<file path="src/dlbfs_pkg.sv">
// Shared types, codes and a helper function for the depth-limited BFS engine.
`default_nettype none
package dlbfs_pkg;

  localparam int NODE_MAX    = 64;
  localparam int NODE_W      = 6;
  localparam int TOTN_W      = 7;
  localparam int EDGE_W      = 12;
  localparam int CFG_IDX_W   = 2;
  localparam int QUEUE_DEPTH = 4;

  localparam logic [1:0] ACT_ADD   = 2'd0;
  localparam logic [1:0] ACT_RUN   = 2'd1;
  localparam logic [1:0] ACT_CLEAR = 2'd2;

  localparam logic [CFG_IDX_W-1:0] CFG_ROOT  = 2'd0;
  localparam logic [CFG_IDX_W-1:0] CFG_LIMIT = 2'd1;

  typedef enum logic [1:0] {
    CMD_ADD,
    CMD_RUN,
    CMD_CLEAR
  } cmd_t;

  typedef enum logic [1:0] {
    BK_IDLE,
    BK_ADD,
    BK_GATHER,
    BK_EMIT
  } back_state_t;

  typedef struct packed {
    logic [1:0]        action;
    logic [NODE_W-1:0] src_node;
    logic [NODE_W-1:0] dst_node;
  } in_item_t;

  typedef struct packed {
    logic [NODE_W-1:0] visit_order;
    logic [NODE_W-1:0] depth;
    logic [NODE_W-1:0] node;
    logic              last;
    logic [TOTN_W-1:0] node_total;
    logic [EDGE_W-1:0] total_edges;
  } out_item_t;

  typedef struct packed {
    cmd_t              cmd;
    logic [NODE_W-1:0] src;
    logic [NODE_W-1:0] dst;
  } cmd_entry_t;

  // Index of the lowest set bit, built from the isolated low bit with no priority chain.
  function automatic logic [NODE_W-1:0] lowest_index(input logic [NODE_MAX-1:0] v);
    logic [NODE_MAX-1:0] low;
    logic [NODE_W-1:0]   idx;
    low = v & (~v + 1'b1);
    for (int k = 0; k < NODE_W; k++) begin
      idx[k] = 1'b0;
      for (int j = 0; j < NODE_MAX; j++) begin
        if (((j >> k) & 1) != 0) begin
          idx[k] = idx[k] | low[j];
        end
      end
    end
    return idx;
  endfunction

endpackage
`default_nettype wire

</file>
<file path="src/dlbfs_front.sv">
// Front end: accepts input items and turns the meaningful ones into queue commands.
`default_nettype none
module dlbfs_front
  import dlbfs_pkg::*;
#(
  parameter int NODE_COUNT = NODE_MAX
) (
  input  wire logic       in_valid,
  output logic            in_ready,
  input  wire in_item_t   in_item,
  input  wire logic       q_full,
  output logic            q_push,
  output cmd_entry_t      q_entry
);

  logic keep;
  logic src_ok;
  logic dst_ok;

  assign src_ok = TOTN_W'(in_item.src_node) < TOTN_W'(NODE_COUNT);
  assign dst_ok = TOTN_W'(in_item.dst_node) < TOTN_W'(NODE_COUNT);

  always_comb begin
    keep        = 1'b0;
    q_entry.cmd = CMD_ADD;
    q_entry.src = in_item.src_node;
    q_entry.dst = in_item.dst_node;
    unique case (in_item.action)
      ACT_ADD: begin
        keep        = src_ok && dst_ok && (in_item.src_node != in_item.dst_node);
        q_entry.cmd = CMD_ADD;
      end
      ACT_RUN: begin
        keep        = 1'b1;
        q_entry.cmd = CMD_RUN;
      end
      ACT_CLEAR: begin
        keep        = 1'b1;
        q_entry.cmd = CMD_CLEAR;
      end
      default: begin
        keep = 1'b0;
      end
    endcase
  end

  assign in_ready = !q_full;
  assign q_push   = in_valid && !q_full && keep;

endmodule
`default_nettype wire

</file>
<file path="config.mk">
export PLATFORM = sky130hd
export DESIGN_NAME = dlbfs_front
export DESIGN_NICKNAME = d
export VERILOG_FILES = /design/src/dlbfs_pkg.sv /design/src/dlbfs_front.sv
export SDC_FILE = /design/constraint.sdc
export NUM_CORES = 1
export LEC_CHECK = 0
export ABC_AREA = 0
export BUFFER_PORTS_ARGS = -buffer_cell sky130_fd_sc_hd__buf_2
export CORE_AREA = 2 2 39 41
export DETAILED_ROUTE_END_ITERATION = 10
export DIE_AREA = 0 0 41 43
export PLACE_DENSITY = 0.53
export SLEW_MARGIN = 40
export SYNTH_ARGS = -nofsm -noshare
export SYNTH_HDL_FRONTEND = slang
export SYNTH_SLANG_ARGS = --single-unit
</file>
<file path="constraint.sdc">
create_clock -name vclk -period 0.9
set_input_delay 0.045 -clock vclk [all_inputs]
set_output_delay 0.045 -clock vclk [all_outputs]
set_load 0.02 [all_outputs]
</file>
# --- Yosys cells after proc, flatten, opt, wreduce, memory -nomap -nowiden ---
# Index checks and enable logic that the tools add are counted.
word_totals:
  ff_bits: 0
  latchBits: 0
  mem_bits_rw: 0
  rom_bits: 0
  input_bits: 16
  out_inout_bits: 16
  word_cells: 10
  memories: 0
op_classes:
  add_sub_neg: 0
  mul: 0
  n_div: 0
  order_cmp: 0
  eq_ne: 3
  shifts: 0
  muxes: 2
  n_bitwise: 0
  n_reduce_logical: 5
ops:
  columns: ["cell", "n"]
  rows:
  - ["inequality test 6 bit", 1]
  - ["case mux 2 bit (2 select lines)", 1]
  - ["== test 2 x 1 -> 1 bit, second input constant", 1]
  - ["== test 2 bit, second input constant", 1]
  - ["logical AND 1 bit", 2]
  - ["zero test 2 bit", 1]
  - ["case mux 1 bit (2 select lines)", 1]
  - ["OR reduction 2 bit", 1]
  - ["zero test 1 bit", 1]

# --- Logic depth before layout (Yosys ltp) ---
depth:
  word_depth: 4
  mapped_depth: 4
  ltp_nobuf: 4

# --- Least setup slack after synthesis ---
# Ideal clock, no wire load.
synth_timing:
  path_kind: "input-to-output"
  from: "in in_item[12] in the netlist's numbering"
  to: "out q_push"
  arrival_time_ps: 814
  t_required_ps: 855
  setup_slack_ps: 41
  path_stages: 4
  path_cell_list: "inv_1 -> ha_1 -> nor4_1 -> a21oi_1"
synth_between:
  elab_chain_len: 4
  elab_cells_between_ends: 6
  classes_between: "eq/ne (2); mux (1); reduce/logical (3)"
synth_rtl:
  columns: ["element", "line", "rtl"]
  rows:
  - ["from (decl)", "dlbfs_front.sv:10", "input wire in_item_t in_item,"]
  - ["== test 2 bit / == test 2 x 1 -> 1 bit (equally long branches)", "dlbfs_front.sv:28", "unique case (in_item.action)"]
  - ["OR reduction 2 bit (no source line)", null, null]
  - ["case mux 1 bit (2 select lines) *", "dlbfs_front.sv:28", null]
  - ["logical AND 1 bit *", "dlbfs_front.sv:48", "assign q_push = in_valid && !q_full && keep;"]
  - ["to (decl)", "dlbfs_front.sv:12", "output logic q_push,"]
# Mark *: on every way between the ends. The rest lies on a longest branch, timed or not.

# --- Final worst setup path ---
# Ends and elaborated chain as after synthesis.

==> results.cfg <==
[power]
static-leakage-power_nw = 0.2380
intPower_mw = 0.1020
power.ir.vdd_worst_v = 0.0001103
clock_power_share_pct = 0
power.combinational.fraction_pct = 100.0
power.switching_mw = 0.1196
power_per_cell_area_nw_per_um2 = 527.2
seq_power_share_pct = 0
switching_share_pct = 53.97

[finish]
layout.cells.non_filler = 70
clock_buffers = 0
fillerInstances = 155
multiInputGateArea_sq_um = 176.4
sequential_cell_area_sq_um = 0
final_stage_net_count = 76
syn_to_final_growth_pct = 80.65
utilization_pct = 30.38
post_route_cells_drive_above_1_share_pct = 74.07
diodes = 0
number_of_sequential_cells = 0
final_area_sq_um = 420.4

[critical_path]
timing.critical_path.cells = buf_6 > buf_6 > ha_4 > nor3b_2 > o21ai_1 > a21oi_1 > buf_4
critical-path-slowest-cell = buf_4
cp_top_family = buffers and inverters
start_kind = input port
worstSetupPathDepth = 7
critical_path_arrival_ns = 0.88
worst_path_most_repeated_cell = buf_6
critPathRequiredTime_ns = 0.85
highest_cell_delay_on_the_worst_timing_path_ns = 0.16
timing.setup.critical_path_class = input port to output port
cp_num_buf_inv = 3
path_max_fanout = 2
critPathCaptureType = output port

[min_path]
hp-class = input port to output port
worstHoldPathCells = 2

[floorplanning]
ioPinCount = 32
die-area_sq_um = 1763
die_height_um = 43
chipWidth_um = 41
initial_core_utilization_pct = 16.82
placementRows = 14
core-area_sq_um = 1384

[synth]
synth_top_cell_by_area = buf_4
synthesis.area_sq_um = 232.7
synth_top_cells_by_area = buf_4 39%, xor2_1 23%, ha_1 22%, inv_1 4.8%, nor3b_1 3.2%
synth_top_area_share_pct = 38.71
most_instantiated_library_cell_after_synthesis = buf_4
synth_cells = 30
seq_area_frac_synth_pct = 0
ys_types = 9
synth_top_cells_by_count = 12 x buf_4, 6 x xor2_1, 4 x ha_1, 3 x inv_1
synthesis.yosys.warnings = 0
syn_area_per_cell_sq_um = 7.757
synth.net_count = 50

[placed_design]
place.gp.congestion = 0.5792
post-place-cells = 70
port_buffers = 32
placedInstanceArea_sq_um = 352.8

[run_status]
failed_checks = negative setup slack
result_of_the_run = finished, violations left

[route]
routed_via_density = 3.657
drc_violations = 0
drt_pre_antenna_iters = 2
routed_wirelength_um = 563
vias_post_dr = 256
detailedRoute.firstIterationViolations = 1
avgRoutedWirePerCell_um = 8.043
drtAntennaViolNets = 0

[global_routing]
gr-total-overflow = 0
pin_count_of_the_biggest_net_entering_global_routing = 3
initial_antenna_violation_count = 0
wire_length_of_the_first_global_routing_pass_um = 869
grt_pass1_vias = 246
groute.usage.overall_pct = 6.693

[sta]
rsz0062_at_grt = yes
final.period_utilization_pct = 102.9
final_critical_path_setup_slack_ns = -0.02646
timing.max_slew.rel_slack_pct = 82.87
setup_viol_count_final = 1
maxSlewViolCount = 0
timing_worst_slew_pin_value_ns = 0.2562
hold_viol_final = 0
finalSetupTns_ns = -0.02646
post-route-min-period_ns = 0.9265
clock.fmax_mhz = 1079

[clock_network]
cts.hold.buffers_added = 0
post_cts_buffers = 0

[run]
maxCapViolations = 0
## per-layer routing
| layer | global-route usage [%] | vias up | routed length, um |
|---|---|---|---|
| met4 | 0 | 0 | 0 |
| met2 | 15.63 | 16 | 323 |
| li1 | - | 132 | - |
| met5 | 0 | - | 0 |
| met3 | 0 | 0 | 53 |
| met1 | 5.380 | 108 | 185 |
## power by group through the flow
stage	clock, mW	sequential, mW	combinational [mW]
floorplan	0	0	0.127
global placement	0	0	0.184
detailed placement	0	0	0.186
CTS	0	0	0.213
global route	0	0	0.242
finish	0	0	0.222
## metrics by stage
| stage | hold slack (ns) | total power, mW | worst slack (ns) |
|---|---|---|---|
| after global placement | 0.3329 | 0.1843 | -0.1683 |
| after detailed placement | 0.3339 | 0.1855 | -0.2440 |
| final | 0.3335 | 0.2217 | -0.02646 |
| after floorplan | 0.1666 | 0.1269 | 0.04052 |
| after CTS | 0.3335 | 0.2127 | -0.05215 |
| after global routing | 0.3389 | 0.2423 | -0.06569 |
## final timing paths
kind | to | slack [ns] | startpoint
max | q_push | -0.03 | in_item[12]
min | q_entry[8] | 0.33 | in_item[8]
## cells in the final DEF, fill, tap and decap left out
cell and instances:
buf_4 3, ha_4 2, a21oi_1 1, o21ai_1 1
nor3_1 1, nor3b_2 1, inv_1 3, buf_6 4
ha_1 2, xor2_1 6, buf_2 29, nor4_4 1
## cell type report
cell class                 instances  area share, %
inverter                           3          2.679
multi-input combinational         15          41.96
tap                               16          4.762
timing repair buffer              36          50.60
## repair_timing
action / in CTS / in global routing
endpoints found under the setup margin: 1 / 1
pin swaps: 3 / 2
gates resized for setup: 11 / 1
## logic make-up (layout without fill, tap and decap cells)
logic type               count (synthesis)  in the layout  share of synthesized area [%]
adder cells (fa/ha/maj)                  4              4                          21.51
AND/OR/NAND/NOR                          3              3                          8.065
buffers and inverters                   15             39                          43.55
XOR/XNOR                                 6              6                          22.58
AO/OA/AOI/OAI                            2              2                          4.297
(Power assumes the default switching activity.)
