`config.mk`:
```
export PLATFORM = sky130hd
export DESIGN_NAME = dlbfs_queue
export DESIGN_NICKNAME = d
export VERILOG_FILES = /design/src/dlbfs_pkg.sv /design/src/dlbfs_queue.sv
export SDC_FILE = /design/constraint.sdc
export NUM_CORES = 1
export LEC_CHECK = 0
export BUFFER_PORTS_ARGS = -buffer_cell sky130_fd_sc_hd__clkbuf_2
export CAP_MARGIN = 20
export CORE_UTILIZATION = 50
export DETAILED_ROUTE_END_ITERATION = 10
export HOLD_SLACK_MARGIN = 0.05
export PLACE_DENSITY_LB_ADDON = 0.15
export SLEW_MARGIN = 25
export SYNTH_ARGS = -nofsm -noshare
export SYNTH_HDL_FRONTEND = slang
export SYNTH_SLANG_ARGS = --single-unit
```
`constraint.sdc`:
```
create_clock -name clk -period 2.23 [get_ports clk]
set_clock_uncertainty 0.15 [all_clocks]
set_input_delay 0.446 -clock clk [delete_from_list [all_inputs] [get_ports clk]]
set_output_delay 0.446 -clock clk [all_outputs]
set_load 0.05 [all_outputs]
```
`src/dlbfs_pkg.sv`:
```
// Shared types, codes and a helper function for the depth-limited BFS engine.
`default_nettype none
package dlbfs_pkg;

  localparam int NODE_MAX    = 64;
  localparam int NODE_W      = 6;
  localparam int TOTN_W      = 7;
  localparam int EDGE_W      = 12;
  localparam int CFG_IDX_W   = 2;
  localparam int QUEUE_DEPTH = 4;

  localparam logic [1:0] ACT_ADD   = 2'd0;
  localparam logic [1:0] ACT_RUN   = 2'd1;
  localparam logic [1:0] ACT_CLEAR = 2'd2;

  localparam logic [CFG_IDX_W-1:0] CFG_ROOT  = 2'd0;
  localparam logic [CFG_IDX_W-1:0] CFG_LIMIT = 2'd1;

  typedef enum logic [1:0] {
    CMD_ADD,
    CMD_RUN,
    CMD_CLEAR
  } cmd_t;

  typedef enum logic [1:0] {
    BK_IDLE,
    BK_ADD,
    BK_GATHER,
    BK_EMIT
  } back_state_t;

  typedef struct packed {
    logic [1:0]        action;
    logic [NODE_W-1:0] src_node;
    logic [NODE_W-1:0] dst_node;
  } in_item_t;

  typedef struct packed {
    logic [NODE_W-1:0] visit_order;
    logic [NODE_W-1:0] depth;
    logic [NODE_W-1:0] node;
    logic              last;
    logic [TOTN_W-1:0] node_total;
    logic [EDGE_W-1:0] total_edges;
  } out_item_t;

  typedef struct packed {
    cmd_t              cmd;
    logic [NODE_W-1:0] src;
    logic [NODE_W-1:0] dst;
  } cmd_entry_t;

  // Index of the lowest set bit, built from the isolated low bit with no priority chain.
  function automatic logic [NODE_W-1:0] lowest_index(input logic [NODE_MAX-1:0] v);
    logic [NODE_MAX-1:0] low;
    logic [NODE_W-1:0]   idx;
    low = v & (~v + 1'b1);
    for (int k = 0; k < NODE_W; k++) begin
      idx[k] = 1'b0;
      for (int j = 0; j < NODE_MAX; j++) begin
        if (((j >> k) & 1) != 0) begin
          idx[k] = idx[k] | low[j];
        end
      end
    end
    return idx;
  endfunction

endpackage
`default_nettype wire

```
`src/dlbfs_queue.sv`:
```
// Short command queue between the front end and the search back end.
`default_nettype none
module dlbfs_queue
  import dlbfs_pkg::*;
(
  input  wire logic       clk,
  input  wire logic       rst,
  input  wire logic       push,
  input  wire cmd_entry_t push_entry,
  output logic            full,
  input  wire logic       pop,
  output logic            head_valid,
  output cmd_entry_t      head_entry
);

  localparam int PTR_W = $clog2(QUEUE_DEPTH);
  localparam int CNT_W = $clog2(QUEUE_DEPTH + 1);

  cmd_entry_t       entries [QUEUE_DEPTH];
  logic [PTR_W-1:0] wr_ptr;
  logic [PTR_W-1:0] rd_ptr;
  logic [CNT_W-1:0] count;
  logic             do_push;
  logic             do_pop;

  assign full       = count == CNT_W'(QUEUE_DEPTH);
  assign head_valid = count != '0;
  assign head_entry = entries[rd_ptr];
  assign do_push    = push && !full;
  assign do_pop     = pop && head_valid;

  always_ff @(posedge clk) begin
    if (do_push) begin
      entries[wr_ptr] <= push_entry;
    end
  end

  always_ff @(posedge clk) begin
    if (rst) begin
      wr_ptr <= '0;
      rd_ptr <= '0;
      count  <= '0;
    end else begin
      if (do_push) begin
        wr_ptr <= wr_ptr + 1'b1;
      end
      if (do_pop) begin
        rd_ptr <= rd_ptr + 1'b1;
      end
      case ({do_push, do_pop})
        2'b10:   count <= count + 1'b1;
        2'b01:   count <= count - 1'b1;
        default: count <= count;
      endcase
    end
  end

endmodule
`default_nettype wire

```
## Word level (Yosys, flattened, before mapping)

Memories as Yosys holds them, arrays and structs flattened. A register that Yosys moved wholly into a read port is not among the register bits.
Cells that the tools add are included.
W data, S select, Z words.

| cells by class | value |
|---|---|
| reductions and logical operators | 5 |
| equal/unequal tests | 3 |
| bitwise operators | 0 |
| muxes and demuxes | 5 |
| magnitude comparators | 0 |
| shift operators | 0 |
| div/mod/pow operators | 0 |
| $mul | 0 |
| $add $sub $neg | 4 |

Operator list:

| kind | count |
|---|---|
| $pmux W3 S2 | 1 |
| $add A2 B1 Y2 const B | 2 |
| $mux W2 | 2 |
| $add A3 B1 Y3 const B | 1 |
| $eq A3 B3 Y1 const B | 1 |
| $reduce_bool A3 Y1 | 1 |
| $sub A3 B1 Y3 const B | 1 |
| $eq A2 B1 Y1 const B | 1 |
| $eq A2 B2 Y1 const B | 1 |
| $logic_and A1 B1 Y1 | 2 |
| $mux W1 | 2 |
| $reduce_bool A2 Y1 | 1 |
| $logic_not A1 Y1 | 1 |

| word-level totals | value |
|---|---|
| word-level logic and storage cells | 21 |
| output and inout bits | 16 |
| ROM bits | 0 |
| bits in writable memories | 56 |
| bits in latches | 0 |
| register bits after elaboration | 7 |
| memories | 1 |
| bits of input ports | 18 |

Memory list:

| name | words | width | rd ports | clocked after memory_dff | write ports | RTL line | text |
|---|---|---|---|---|---|---|---|
| entries | 4 | 14 | 1 | 1 | 1 | dlbfs_queue.sv:19 | `cmd_entry_t entries [QUEUE_DEPTH];` |

## Longest topological paths before layout

Gate-level depths: netlist of run 1.

| logic depth | value |
|---|---|
| depth in word-level cells | 5 |
| gate-level depth with buffers | 9 |
| mapped depth without buffers | 9 |

## Worst setup path after synthesis of run 1

OpenSTA, ideal clock, no wires.

| timing path | value |
|---|---|
| path kind | register -> register |
| from | reg count[2] |
| to | reg count[2] |
| stages on the path, launching flop included | 10 |
| data arrival time | 2.556 ns |
| library setup time | 0.070 ns |
| setup slack | -0.546 ns |
| clock period less this slack | 2.776 ns |
| cells stage by stage | dfxtp_1 nor3b_2 nor2_1 inv_1 ha_1 inv_1 fa_1 xor2_1 or3_1 a21oi_1 |

| between the ends | value |
|---|---|
| cells in the longest elaborated chain, start to end | 5 |
| elaborated cells on any way between the ends | 11 |
| those cells by class | add/sub (2); eq/ne (3); mux (1); reduce/logical (5) |

RTL lines:

| what | RTL line | text |
|---|---|---|
| start, declared | dlbfs_queue.sv:22 | `logic [CNT_W-1:0] count;` |
| start signal, assigned | dlbfs_queue.sv:51 | `2'b10: count <= count + 1'b1;` |
| start signal, assigned | dlbfs_queue.sv:52 | `2'b01: count <= count - 1'b1;` |
| start signal, assigned | dlbfs_queue.sv:53 | `default: count <= count;` |
| $eq A3 B3 Y1 (*) | dlbfs_queue.sv:26 | `assign full = count == CNT_W'(QUEUE_DEPTH);` |
| named net full | dlbfs_queue.sv:10 | `output logic full,` |
| $logic_not A1 Y1 (*) | dlbfs_queue.sv:29 | `assign do_push = push && !full;` |
| $logic_and A1 B1 Y1 (*) | dlbfs_queue.sv:29 |  |
| $eq A2 B1 Y1 / $eq A2 B2 Y1 (equally long branches) | dlbfs_queue.sv:50 | `case ({do_push, do_pop})` |
| $pmux W3 S2 / $reduce_bool A2 Y1 (equally long branches) | - |  |

Mark *: on every way through the listed nets, which the timed path passes. The rest lies on a longest branch.
A chain may end at the register's enable or synchronous reset.

==> results of run 1 <==
[state kept, by name, summed over array words and instances, names as in the netlist, named ones only]
name / count
entries: 56
wr_ptr: 2
rd_ptr: 2
count: 3
[logic make-up (layout without fill, tap and decap cells)]
logic type | after synthesis | count (layout)
AOI/OAI and AO/OA | 7 | 7
xor gates and xnor gates | 4 | 4
adders and majority gates | 6 | 6
buffers and inverters | 11 | 67
DFF | 65 | 65
muxes | 15 | 15
and+or+nand+nor | 17 | 17
[cells in the final DEF (no fill, tap or decap), drive strengths merged, types with 2 or more instances in the layout]
master   n
xor2     3
edfxtp  56
a21oi    3
clkbuf  43
dfxtp    9
o21ai    2
inv      7
nor2     7
and2     4
mux4    14
ha       5
nand2b   2
or3      3
clkinv   5
buf     12
[worst max-delay path by stage]
stage,end,cells past startpoint
final,head_entry[12],3
after CTS,head_entry[2],3
after global placement,count[2],9
after detailed placement,count[2],9
after global routing,count[2],9
after floorplan,count[2],9
[report_power, final]
part / switching (mW) / leakage [nW] / internal, mW
logic: 0.826 / 0.435 / 0.560
registers: 0.0714 / 0.590 / 1.47
clock network: 0.390 / 0.0819 / 0.390
[routing by layer]
metal	wire [um]	share of wire, %	global-route usage [%]	vias to the layer above
li1	-	-	-	588
met1	1630	41	20.4	627
met2	2090	53	28.1	29
met3	143	3.6	5.25	9
met4	68	1.7	9.80	0
met5	0	0	0	-
[what timing repair did]
| action | 4_1_cts | 5_1_grt |
|---|---|---|
| cloned | 0 | 0 |
| pin swaps | 0 | 2 |
| hold endpoints to repair | 0 | 0 |
| endpoints found under the setup margin | 12 | 6 |
| gates resized for setup | 24 | 5 |
| hold buffers | 0 | 0 |
| setup buffers | 0 | 1 |
[stage by stage]
step | instances | util (%) | setup TNS [ns]
detailed placement | 231 | 59.1 | 0
global route | 248 | 64.3 | -0.0284
CTS | 247 | 64.1 | 0
floorplan | 125 | - | -0.294
finish | 248 | 64.3 | 0
global placement | 231 | 59.1 | 0
[final cells by class]
class / instances / area, sq um
repair buffers: 44 / 335
well taps: 67 / 83.8
clock buffers: 11 / 131
fillers: 340 / 1710
multi-input cells: 49 / 607
inverters: 7 / 26.3
clock inverters: 5 / 22.5
flip-flops and latches: 65 / 1870
==> flow_metrics.tcl, run 1 <==
set metrics [dict create \
    synth_cell_area_sq_mm 0.00252 \
    clk_pin_slew_worst_paths_ns 0.06 \
    chipWidth_um 73.0 \
    initialDrtViolationCount 49 \
    worst_slew_margin_rel_pct 81.3 \
    drt_wl_total_mm 3.93 \
    cts_made_buffers 9 \
    min_delay_path_depth 1 \
    cp_slowest_cell "sky130_fd_sc_hd__mux4_2" \
    routed_wire_length_per_instance_um 15.9 \
    flow.area_growth_from_synthesis_pct 22.0 \
    drc_errors 0 \
    globalRoute.totalOverflow 0 \
    path_delay_family "multiplexers" \
    synth_top_area_cell "sky130_fd_sc_hd__edfxtp_1" \
    antenna_found_initial 0 \
    worstPathBufferInverterCount 2 \
    synth.yosys.seq_area_share_pct 73.8 \
    hold_path_startpoint "push_entry[8]" \
    synth_area_in_compound_gates_pct 1.69 \
    min_to "entries[1][8]" \
    end_kind "output pin" \
    path_max_fanout 8 \
    clock.fmax_ghz 0.461 \
    floorplan.initialDensity_pct 52.7 \
    critical_path.reg2reg.endpoint "count[2]" \
    first_pass_iters 4 \
    post-route-period-util_pct 97.2 \
    crit_path_max_incr_delay_ns 0.54 \
    core_sq_mm 0.00479 \
    postSynthNetCount 149 \
    yosys-top-cells-area "sky130_fd_sc_hd__edfxtp_1 (67%), sky130_fd_sc_hd__mux4_2 (8.9%), sky130_fd_sc_hd__dfxtp_1 (7.1%)" \
    numPortBuffers 33 \
    grt.total_usage_pct 17.3 \
    worstPathArrival_ns 1.57 \
    synth-edff-count 56 \
    synthDistinctLibCells 23 \
    synthesis.yosys.warnings 0 \
    gpl.final_weighted_congestion 0.723 \
    final_layout_worst_hold_slack_ns 0.184 \
    cts_max_path_buffers 2 \
    via_density_per_instance 5.05 \
    post-route-min-period_ns 2.17 \
    dieArea_sq_mm 0.00534 \
    h_tree_depth 3 \
    hp-class "primary input to flip-flop" \
    yosys.cell_count.top_type "sky130_fd_sc_hd__edfxtp_1" \
    criticalPathCategory "flip-flop to output pin" \
    yosys_register_bits 65 \
    share_of_async_settable_or_async_resettable_flops_after_synthesis_pct 0 \
    tritoncts "built" \
    slew_violations 0 \
    grt_pass1_wl_mm 6.32 \
    worst_slew_pin_slew_ns 0.276 \
    crit_path_start_kind "flip-flop" \
    floorplan.die.height_um 73.0 \
    dr_total_vias 1253 \
    finalSetupViolCount 0 \
    post-place-ws_ns 0.0507 \
    dpl-instance-area_sq_mm 0.00283 \
    io-pin-count 34 \
    root_buffer_cell "sky130_fd_sc_hd__clkbuf_8" \
    drive_above_1_share_pct 42.5 \
    post_synth_mux_area_share_pct 13.5 \
    cts.sinks 65 \
    synth_simple_gate_area_share_pct 3.77 \
    length_in_cells_of_the_worst_reg_to_reg_path 9 \
    timing.reg2reg.setup_slack_ns 0.07 \
    synth.cells.most_frequent "sky130_fd_sc_hd__edfxtp_1 (56), sky130_fd_sc_hd__mux4_2 (10), sky130_fd_sc_hd__dfxtp_1 (9)" \
    detailed_place_hpwl_mm 2.66 \
    report.final.hold_viol_count 0 \
    vdd_ir_drop_max_mv 0.665 \
    final_antenna_net_count 0 \
    timing.max_cap.violations 0 \
    final_net_count 200 \
    synthFlopType "sky130_fd_sc_hd__edfxtp_1" \
    post-route-worst-setup-slack_ns 0.0631 \
    grt_setup_unrepaired "true" \
    syn_inst 125 \
    fin_area_sq_mm 0.00308 \
    rows 25 \
    critical_path.cell_chain "buf_6, mux4_2, clkbuf_8" \
    pwr_density_cell_mw_per_mm2 1210 \
    post_synth_xor_area_fraction_pct 1.39 \
    first_global_vias 1349 \
    power.leakage_nw 1.11 \
    dominant_combinational_cell_family_by_area_after_synthesis "multiplexers" \
    clk_latency_ns 0.32 \
    syn_area_per_cell_sq_um 20.2 \
    worstPathRequired_ns 1.63 \
    grt_start_max_net_pins 15 \
    synth_adder_area_share_pct 3.27 \
    synth.top_cell.area_share_pct 66.6 \
    num_antenna_cells 0 \
    totalPowerFinal_mw 3.71 \
    result_of_the_run "complete, no violations" \
    regToRegStartpoint "count[1]" \
]
Power figures use the tool's default switching activity.
==> run 2, diff against run 1 <==
--- a/config.mk
+++ b/config.mk
@@ -11,6 +11,7 @@
 export DETAILED_ROUTE_END_ITERATION = 10
 export HOLD_SLACK_MARGIN = 0.05
 export PLACE_DENSITY_LB_ADDON = 0.15
+export REMOVE_ABC_BUFFERS = 1
 export SLEW_MARGIN = 25
 export SYNTH_ARGS = -nofsm -noshare
 export SYNTH_HDL_FRONTEND = slang
==> constraint.sdc (replaced) <==
create_clock -name clk -period 2.23 [get_ports clk]
set_clock_uncertainty 0.15 [all_clocks]
set_input_delay 0 -clock clk [delete_from_list [all_inputs] [get_ports clk]]
set_output_delay 0 -clock clk [all_outputs]
set_load 0.05 [all_outputs]
==> run 2 against run 1 <==
Effect of this change: sequential share of layout area decreased by 1.8 points; cell area increased by 3.0%; wire length increased by 9.1%; sequential power about the same; largest cell class unchanged.
==> flow_metrics.tcl, run 2 (same netlist as run 1, synthesis figures left out) <==
set metrics [dict create \
    result_of_the_run "complete, no violations" \
    flow.area_growth_from_synthesis_pct 25.6 \
    dr_total_vias 1330 \
    worst_slew_pin_slew_ns 0.768 \
    netSwitchingFraction_pct 34.8 \
    length_in_cells_of_the_worst_reg_to_reg_path 9 \
    report.final.hold_viol_count 0 \
    timing.reg2reg.setup_slack_ns 0.09 \
    routed_wire_length_per_instance_um 16.4 \
    switchingPower_mw 1.30 \
    place.detailed.instances 224 \
    largest_register "entries" \
    core_sq_mm 0.00479 \
    critical_path.reg2reg.endpoint "count[2]" \
    detailed_place_hpwl_mm 2.67 \
    worstPathRequired_ns 2.33 \
    post-route-min-period_ns 2.14 \
    finalSetupViolCount 0 \
    grt_setup_unrepaired "false" \
    via_density_per_instance 5.10 \
    drive_above_1_share_pct 34.5 \
    clk_pin_slew_worst_paths_ns 0.07 \
    slew_violations 0 \
    largest_register_ffs 56 \
    grt_start_max_net_pins 15 \
    grt.total_usage_pct 18.8 \
    power.sequential.fraction_pct 41.9 \
    numPortBuffers 33 \
    worstPathArrival_ns 2.24 \
    clock.fmax_ghz 0.466 \
    power.leakage_nw 1.15 \
    reg_top3 "entries x56, count x3" \
    tritoncts "built" \
    power_frac_comb_pct 33.7 \
    path_max_fanout 6 \
    initialDrtViolationCount 54 \
    final_net_count 213 \
    critical_path.endpoint "count[2]" \
    gpl.final_weighted_congestion 0.744 \
    highest_count_cells_in_the_layout_ignoring_fill_and_taps "sky130_fd_sc_hd__edfxtp_1 (56), sky130_fd_sc_hd__clkbuf_2 (33), sky130_fd_sc_hd__dlygate4sd3_1 (18)" \
    filler_cell_count 340 \
    num_antenna_cells 0 \
    rows 25 \
    layout_commonest_cell "sky130_fd_sc_hd__edfxtp_1" \
    floorplan.die.height_um 73.0 \
    chipWidth_um 73.0 \
    floorplan.initialDensity_pct 52.7 \
    timing.max_cap.violations 0 \
    p_clk_share_pct 24.4 \
    criticalPathCategory "flip-flop to flip-flop" \
    clk_latency_ns 0.33 \
    post-route-period-util_pct 96.1 \
    first_pass_iters 4 \
    startpoint "count[0]" \
    pwr_density_cell_mw_per_mm2 1170 \
    grt_pass1_wl_mm 6.81 \
    drc_errors 0 \
    vdd_ir_drop_max_mv 0.715 \
    first_global_vias 1404 \
    hp-class "primary input to flip-flop" \
    end_kind "flip-flop" \
    h_tree_depth 3 \
    regToRegStartpoint "count[0]" \
    postLayoutCoreUtil_pct 66.2 \
    cts_max_path_buffers 2 \
    final_antenna_net_count 0 \
    final_layout_worst_hold_slack_ns 0.285 \
    globalRoute.totalOverflow 0 \
    io-pin-count 34 \
    power.internal_mw 2.43 \
    worst_slew_margin_rel_pct 48.8 \
    hold_path_startpoint "push_entry[10]" \
    antenna_found_initial 0 \
    root_buffer_cell "sky130_fd_sc_hd__clkbuf_8" \
    cts.sinks 65 \
    crit_path_start_kind "flip-flop" \
    final-instance-count-excl-fill 261 \
    cts_made_buffers 9 \
    drt_wl_total_mm 4.29 \
    dieArea_sq_mm 0.00534 \
]
-- run 2: cell types whose count changed in the layout (fill, tap and decap cells not counted), sizes merged --
| cell | previous run | this run |
|---|---|---|
| buf | 12 | 6 |
| dlygate4sd3 | 0 | 18 |
| clkbuf | 43 | 44 |
| bufinv | 0 | 1 |
| clkinv | 5 | 4 |
-- run 2: worst min path at each step --
stage                      to  slack, ns  cells past startpoint
3_5_place_dp   entries[0][10]       0.08                      1
2_1_floorplan        count[2]      -0.08                      1
5_1_grt         entries[0][3]       0.28                      2
6_report       entries[0][10]       0.29                      2
4_1_cts        entries[0][10]       0.26                      2
3_3_place_gp    entries[3][4]       0.06                      1
-- run 2: final cells by class --
cell class / count / area [sq um] / share of cell area, %
Timing Repair Buffer: 57 / 403 / 12.7
Clock buffer: 11 / 131 / 4.14
Inverter: 7 / 26.3 / 0.829
Sequential cell: 65 / 1870 / 59.0
Tap cell: 67 / 83.8 / 2.64
Clock inverter: 5 / 46.3 / 1.46
Multi-Input combinational cell: 49 / 609 / 19.2
-- run 2: stage by stage --
| step | TNS, ns | area (sq um) | total power [mW] | setup WS [ns] |
|---|---|---|---|---|
| 6_report | 0 | 3170 | 3.72 | 0.0860 |
| 5_1_grt | 0 | 3170 | 3.89 | 0.0349 |
| 4_1_cts | 0 | 3140 | 3.73 | 0.00136 |
| 3_5_place_dp | -0.0549 | 2770 | 2.77 | -0.0549 |
| 3_3_place_gp | 0 | 2770 | 2.74 | 0.113 |
| 2_1_floorplan | -0.851 | 2480 | 2.47 | -0.545 |
-- run 2: layer usage --
layer	global-route usage [%]	vias to the layer above	wire length, um
met2	30.0	37	2250
met5	0	-	0
met1	21.8	662	1780
met4	9.15	0	77
li1	-	624	-
met3	7.87	7	186
-- run 2: timing repair --
action                     CTS  global route
setup endpoints to repair    1             1
setup buffers                1             2
hold buffers                18             0
pin swaps                    0             1
resized for setup            2             7
hold endpoints to repair    65             0
cloned                       0             0
-- run 2: power groups by stage --
stage / logic [mW] / clock network, mW / registers (mW)
final: 1.25 / 0.909 / 1.56
after global routing: 1.33 / 0.987 / 1.57
after CTS: 1.24 / 0.936 / 1.55
after detailed placement: 1.20 / 0 / 1.57
after global placement: 1.18 / 0 / 1.56
after floorplan: 0.878 / 0 / 1.59
-- run 2: worst max-delay path, cell delays in order, from the launching register on --
cell	delay, ns
sky130_fd_sc_hd__dfxtp_4	0.37
sky130_fd_sc_hd__nor3b_4	0.22
sky130_fd_sc_hd__nor2_2	0.05
sky130_fd_sc_hd__inv_1	0.07
sky130_fd_sc_hd__ha_2	0.18
sky130_fd_sc_hd__inv_1	0.07
sky130_fd_sc_hd__fa_2	0.34
sky130_fd_sc_hd__xor2_1	0.16
sky130_fd_sc_hd__or3_1	0.31
sky130_fd_sc_hd__a21oi_1	0.15
==> run 3, diff against run 2 <==
--- a/config.mk
+++ b/config.mk
@@ -10,7 +10,7 @@
 export CORE_UTILIZATION = 50
 export DETAILED_ROUTE_END_ITERATION = 10
 export HOLD_SLACK_MARGIN = 0.05
-export PLACE_DENSITY_LB_ADDON = 0.15
+export PLACE_DENSITY = 0.74
 export REMOVE_ABC_BUFFERS = 1
 export SLEW_MARGIN = 25
 export SYNTH_ARGS = -nofsm -noshare
==> constraint.sdc (replaced) <==
create_clock -name clk -period 2.23 [get_ports clk]
set_clock_uncertainty 0.15 [all_clocks]
set_input_delay 0 -clock clk [delete_from_list [all_inputs] [get_ports clk]]
set_output_delay 0 -clock clk [all_outputs]
set_load 0.01 [all_outputs]
==> run 3 against run 2 <==
Effect of this change: die area is the same; total power shrank 11%; critical path depth is the same; global-route usage grew 0.68 points; cell count grew 0.38%; non-clock buffer count grew 1; setup slack lost 0.063 ns; combinational power shrank 33%.
==> flow_metrics.tcl, run 3 (same netlist as run 1, synthesis figures left out) <==
set metrics [dict create \
    largest_register "entries" \
    pwr_density_cell_mw_per_mm2 1040 \
    cts_made_buffers 9 \
    worstPathArrival_ns 2.31 \
    final_antenna_net_count 0 \
    worstPathBufferInverterCount 2 \
    power.leakage_nw 1.15 \
    cts.sinks 65 \
    end_kind "flip-flop" \
    via_density_per_instance 5.06 \
    grt.total_usage_pct 19.4 \
    critical_path.cell_chain "nor3b_4, nor2_1, inv_1, ha_2, inv_1, fa_2, xor2_1, or3_4, a21oi_2" \
    power.sequential.fraction_pct 47.1 \
    worst_slew_margin_rel_pct 49.4 \
    switchingPower_mw 0.889 \
    layout_commonest_cell "sky130_fd_sc_hd__edfxtp_1" \
    final_net_count 214 \
    worst_slew_pin_slew_ns 0.760 \
    cp_slowest_cell "sky130_fd_sc_hd__or3_4" \
    detailed_place_hpwl_mm 2.67 \
    floorplan.initialDensity_pct 52.7 \
    slew_violations 0 \
    result_of_the_run "complete, no violations" \
    reg_top3 "entries x56, count x3" \
    dr_total_vias 1327 \
    p_clk_share_pct 27.5 \
    numPortBuffers 33 \
    globalRoute.totalOverflow 0 \
    post-route-period-util_pct 99.0 \
    first_global_vias 1411 \
    chipWidth_um 73.0 \
    netSwitchingFraction_pct 26.9 \
    dieArea_sq_mm 0.00534 \
    path_delay_family "simple AND/OR/NAND/NOR gates" \
    root_buffer_cell "sky130_fd_sc_hd__clkbuf_8" \
    path_max_fanout 6 \
    final-instance-count-excl-fill 262 \
    crit_path_start_kind "flip-flop" \
    largest_register_ffs 56 \
    criticalPathCategory "flip-flop to flip-flop" \
    first_pass_iters 4 \
    critical_path.reg2reg.endpoint "count[2]" \
    min_delay_path_depth 2 \
    vdd_ir_drop_max_mv 0.499 \
    drt_wl_total_mm 4.44 \
    cts_max_path_buffers 2 \
    hp-class "primary input to flip-flop" \
    place.detailed.instances 225 \
    core_sq_mm 0.00479 \
    clk_latency_ns 0.32 \
    flow.area_growth_from_synthesis_pct 25.8 \
    io-pin-count 34 \
    clock.fmax_ghz 0.453 \
    hold_path_startpoint "push_entry[5]" \
    floorplan.die.height_um 73.0 \
    highest_count_cells_in_the_layout_ignoring_fill_and_taps "sky130_fd_sc_hd__edfxtp_1 (56), sky130_fd_sc_hd__clkbuf_2 (33), sky130_fd_sc_hd__dlygate4sd3_1 (18)" \
    finalSetupViolCount 0 \
    length_in_cells_of_the_worst_reg_to_reg_path 9 \
    post-route-min-period_ns 2.21 \
    power.internal_mw 2.42 \
    power_frac_comb_pct 25.4 \
    timing.reg2reg.setup_slack_ns 0.02 \
    h_tree_depth 3 \
    antenna_found_initial 0 \
    min_to "entries[2][5]" \
    num_antenna_cells 0 \
    gpl.final_weighted_congestion 0.735 \
    tritoncts "built" \
    worstPathRequired_ns 2.33 \
    grt_start_max_net_pins 15 \
    crit_path_max_incr_delay_ns 0.38 \
    routed_wire_length_per_instance_um 16.9 \
    rows 25 \
    initialDrtViolationCount 66 \
    postLayoutCoreUtil_pct 66.4 \
    clk_pin_slew_worst_paths_ns 0.07 \
    crit_top_cell "sky130_fd_sc_hd__inv_1" \
    drive_above_1_share_pct 35.9 \
    report.final.hold_viol_count 0 \
    timing.max_cap.violations 0 \
    regToRegStartpoint "count[0]" \
    drc_errors 0 \
    grt_pass1_wl_mm 7.04 \
]
## run 3: worst max path at each step
stage,endpoint,slack [ns],cells past startpoint,startpoint
finish,count[2],0.02,9,count[0]
global route,count[2],-0.03,9,count[0]
CTS,count[2],0.01,9,count[0]
detailed placement,count[2],-0.1,9,count[2]
global placement,count[2],0.11,9,count[2]
floorplan,count[2],-0.009,9,count[2]
## run 3: timing repair
item,in CTS,in global routing
hold buffers,18,0
resized for setup,3,8
setup endpoints to repair,1,1
buffers inserted,1,2
endpoints found under the hold margin,65,0
pin swaps,0,3
## run 3: stage by stage
step	setup TNS [ns]	power (mW)	setup slack (ns)	hold WS, ns	area, sq um
finish	0	3.31	0.0233	0.285	3180
floorplan	-0.00907	2.05	-0.00907	-0.0809	2480
CTS	0	3.29	0.0116	0.277	3140
detailed placement	-0.0989	2.34	-0.0989	0.0778	2760
global route	-0.0326	3.48	-0.0326	0.285	3180
global placement	0	2.30	0.112	0.0635	2760
## run 3: metal layers
metal | vias to the layer above | share of wire [%] | global-route usage, %
li1 | 624 | - | -
met1 | 650 | 40 | 20.8
met2 | 35 | 54 | 34.3
met3 | 18 | 2.7 | 4.70
met4 | 0 | 4.1 | 12.4
met5 | - | 0 | 0
## run 3: cell type report
class,count,area [sq um]
flip-flops and latches,65,1870
repair buffers,58,398
clock buffers,12,135
inverters,7,26.3
fillers,336,1610
multi-input cells,49,616
well taps,67,83.8
clock inverters,4,43.8
## run 3: power by group through the flow
stage	clock network [mW]	registers, mW	logic (mW)
after global routing	0.985	1.57	0.924
final	0.911	1.56	0.840
after global placement	0	1.55	0.744
after floorplan	0	1.59	0.464
after detailed placement	0	1.57	0.774
after CTS	0.927	1.55	0.816
## run 3: worst register-to-register path, cell delays in order (launching register included)
cell	delay [ns]
sky130_fd_sc_hd__dfxtp_4	0.37
sky130_fd_sc_hd__nor3b_4	0.21
sky130_fd_sc_hd__nor2_1	0.08
sky130_fd_sc_hd__inv_1	0.08
sky130_fd_sc_hd__ha_2	0.19
sky130_fd_sc_hd__inv_1	0.07
sky130_fd_sc_hd__fa_2	0.34
sky130_fd_sc_hd__xor2_1	0.16
sky130_fd_sc_hd__or3_4	0.38
sky130_fd_sc_hd__a21oi_2	0.12
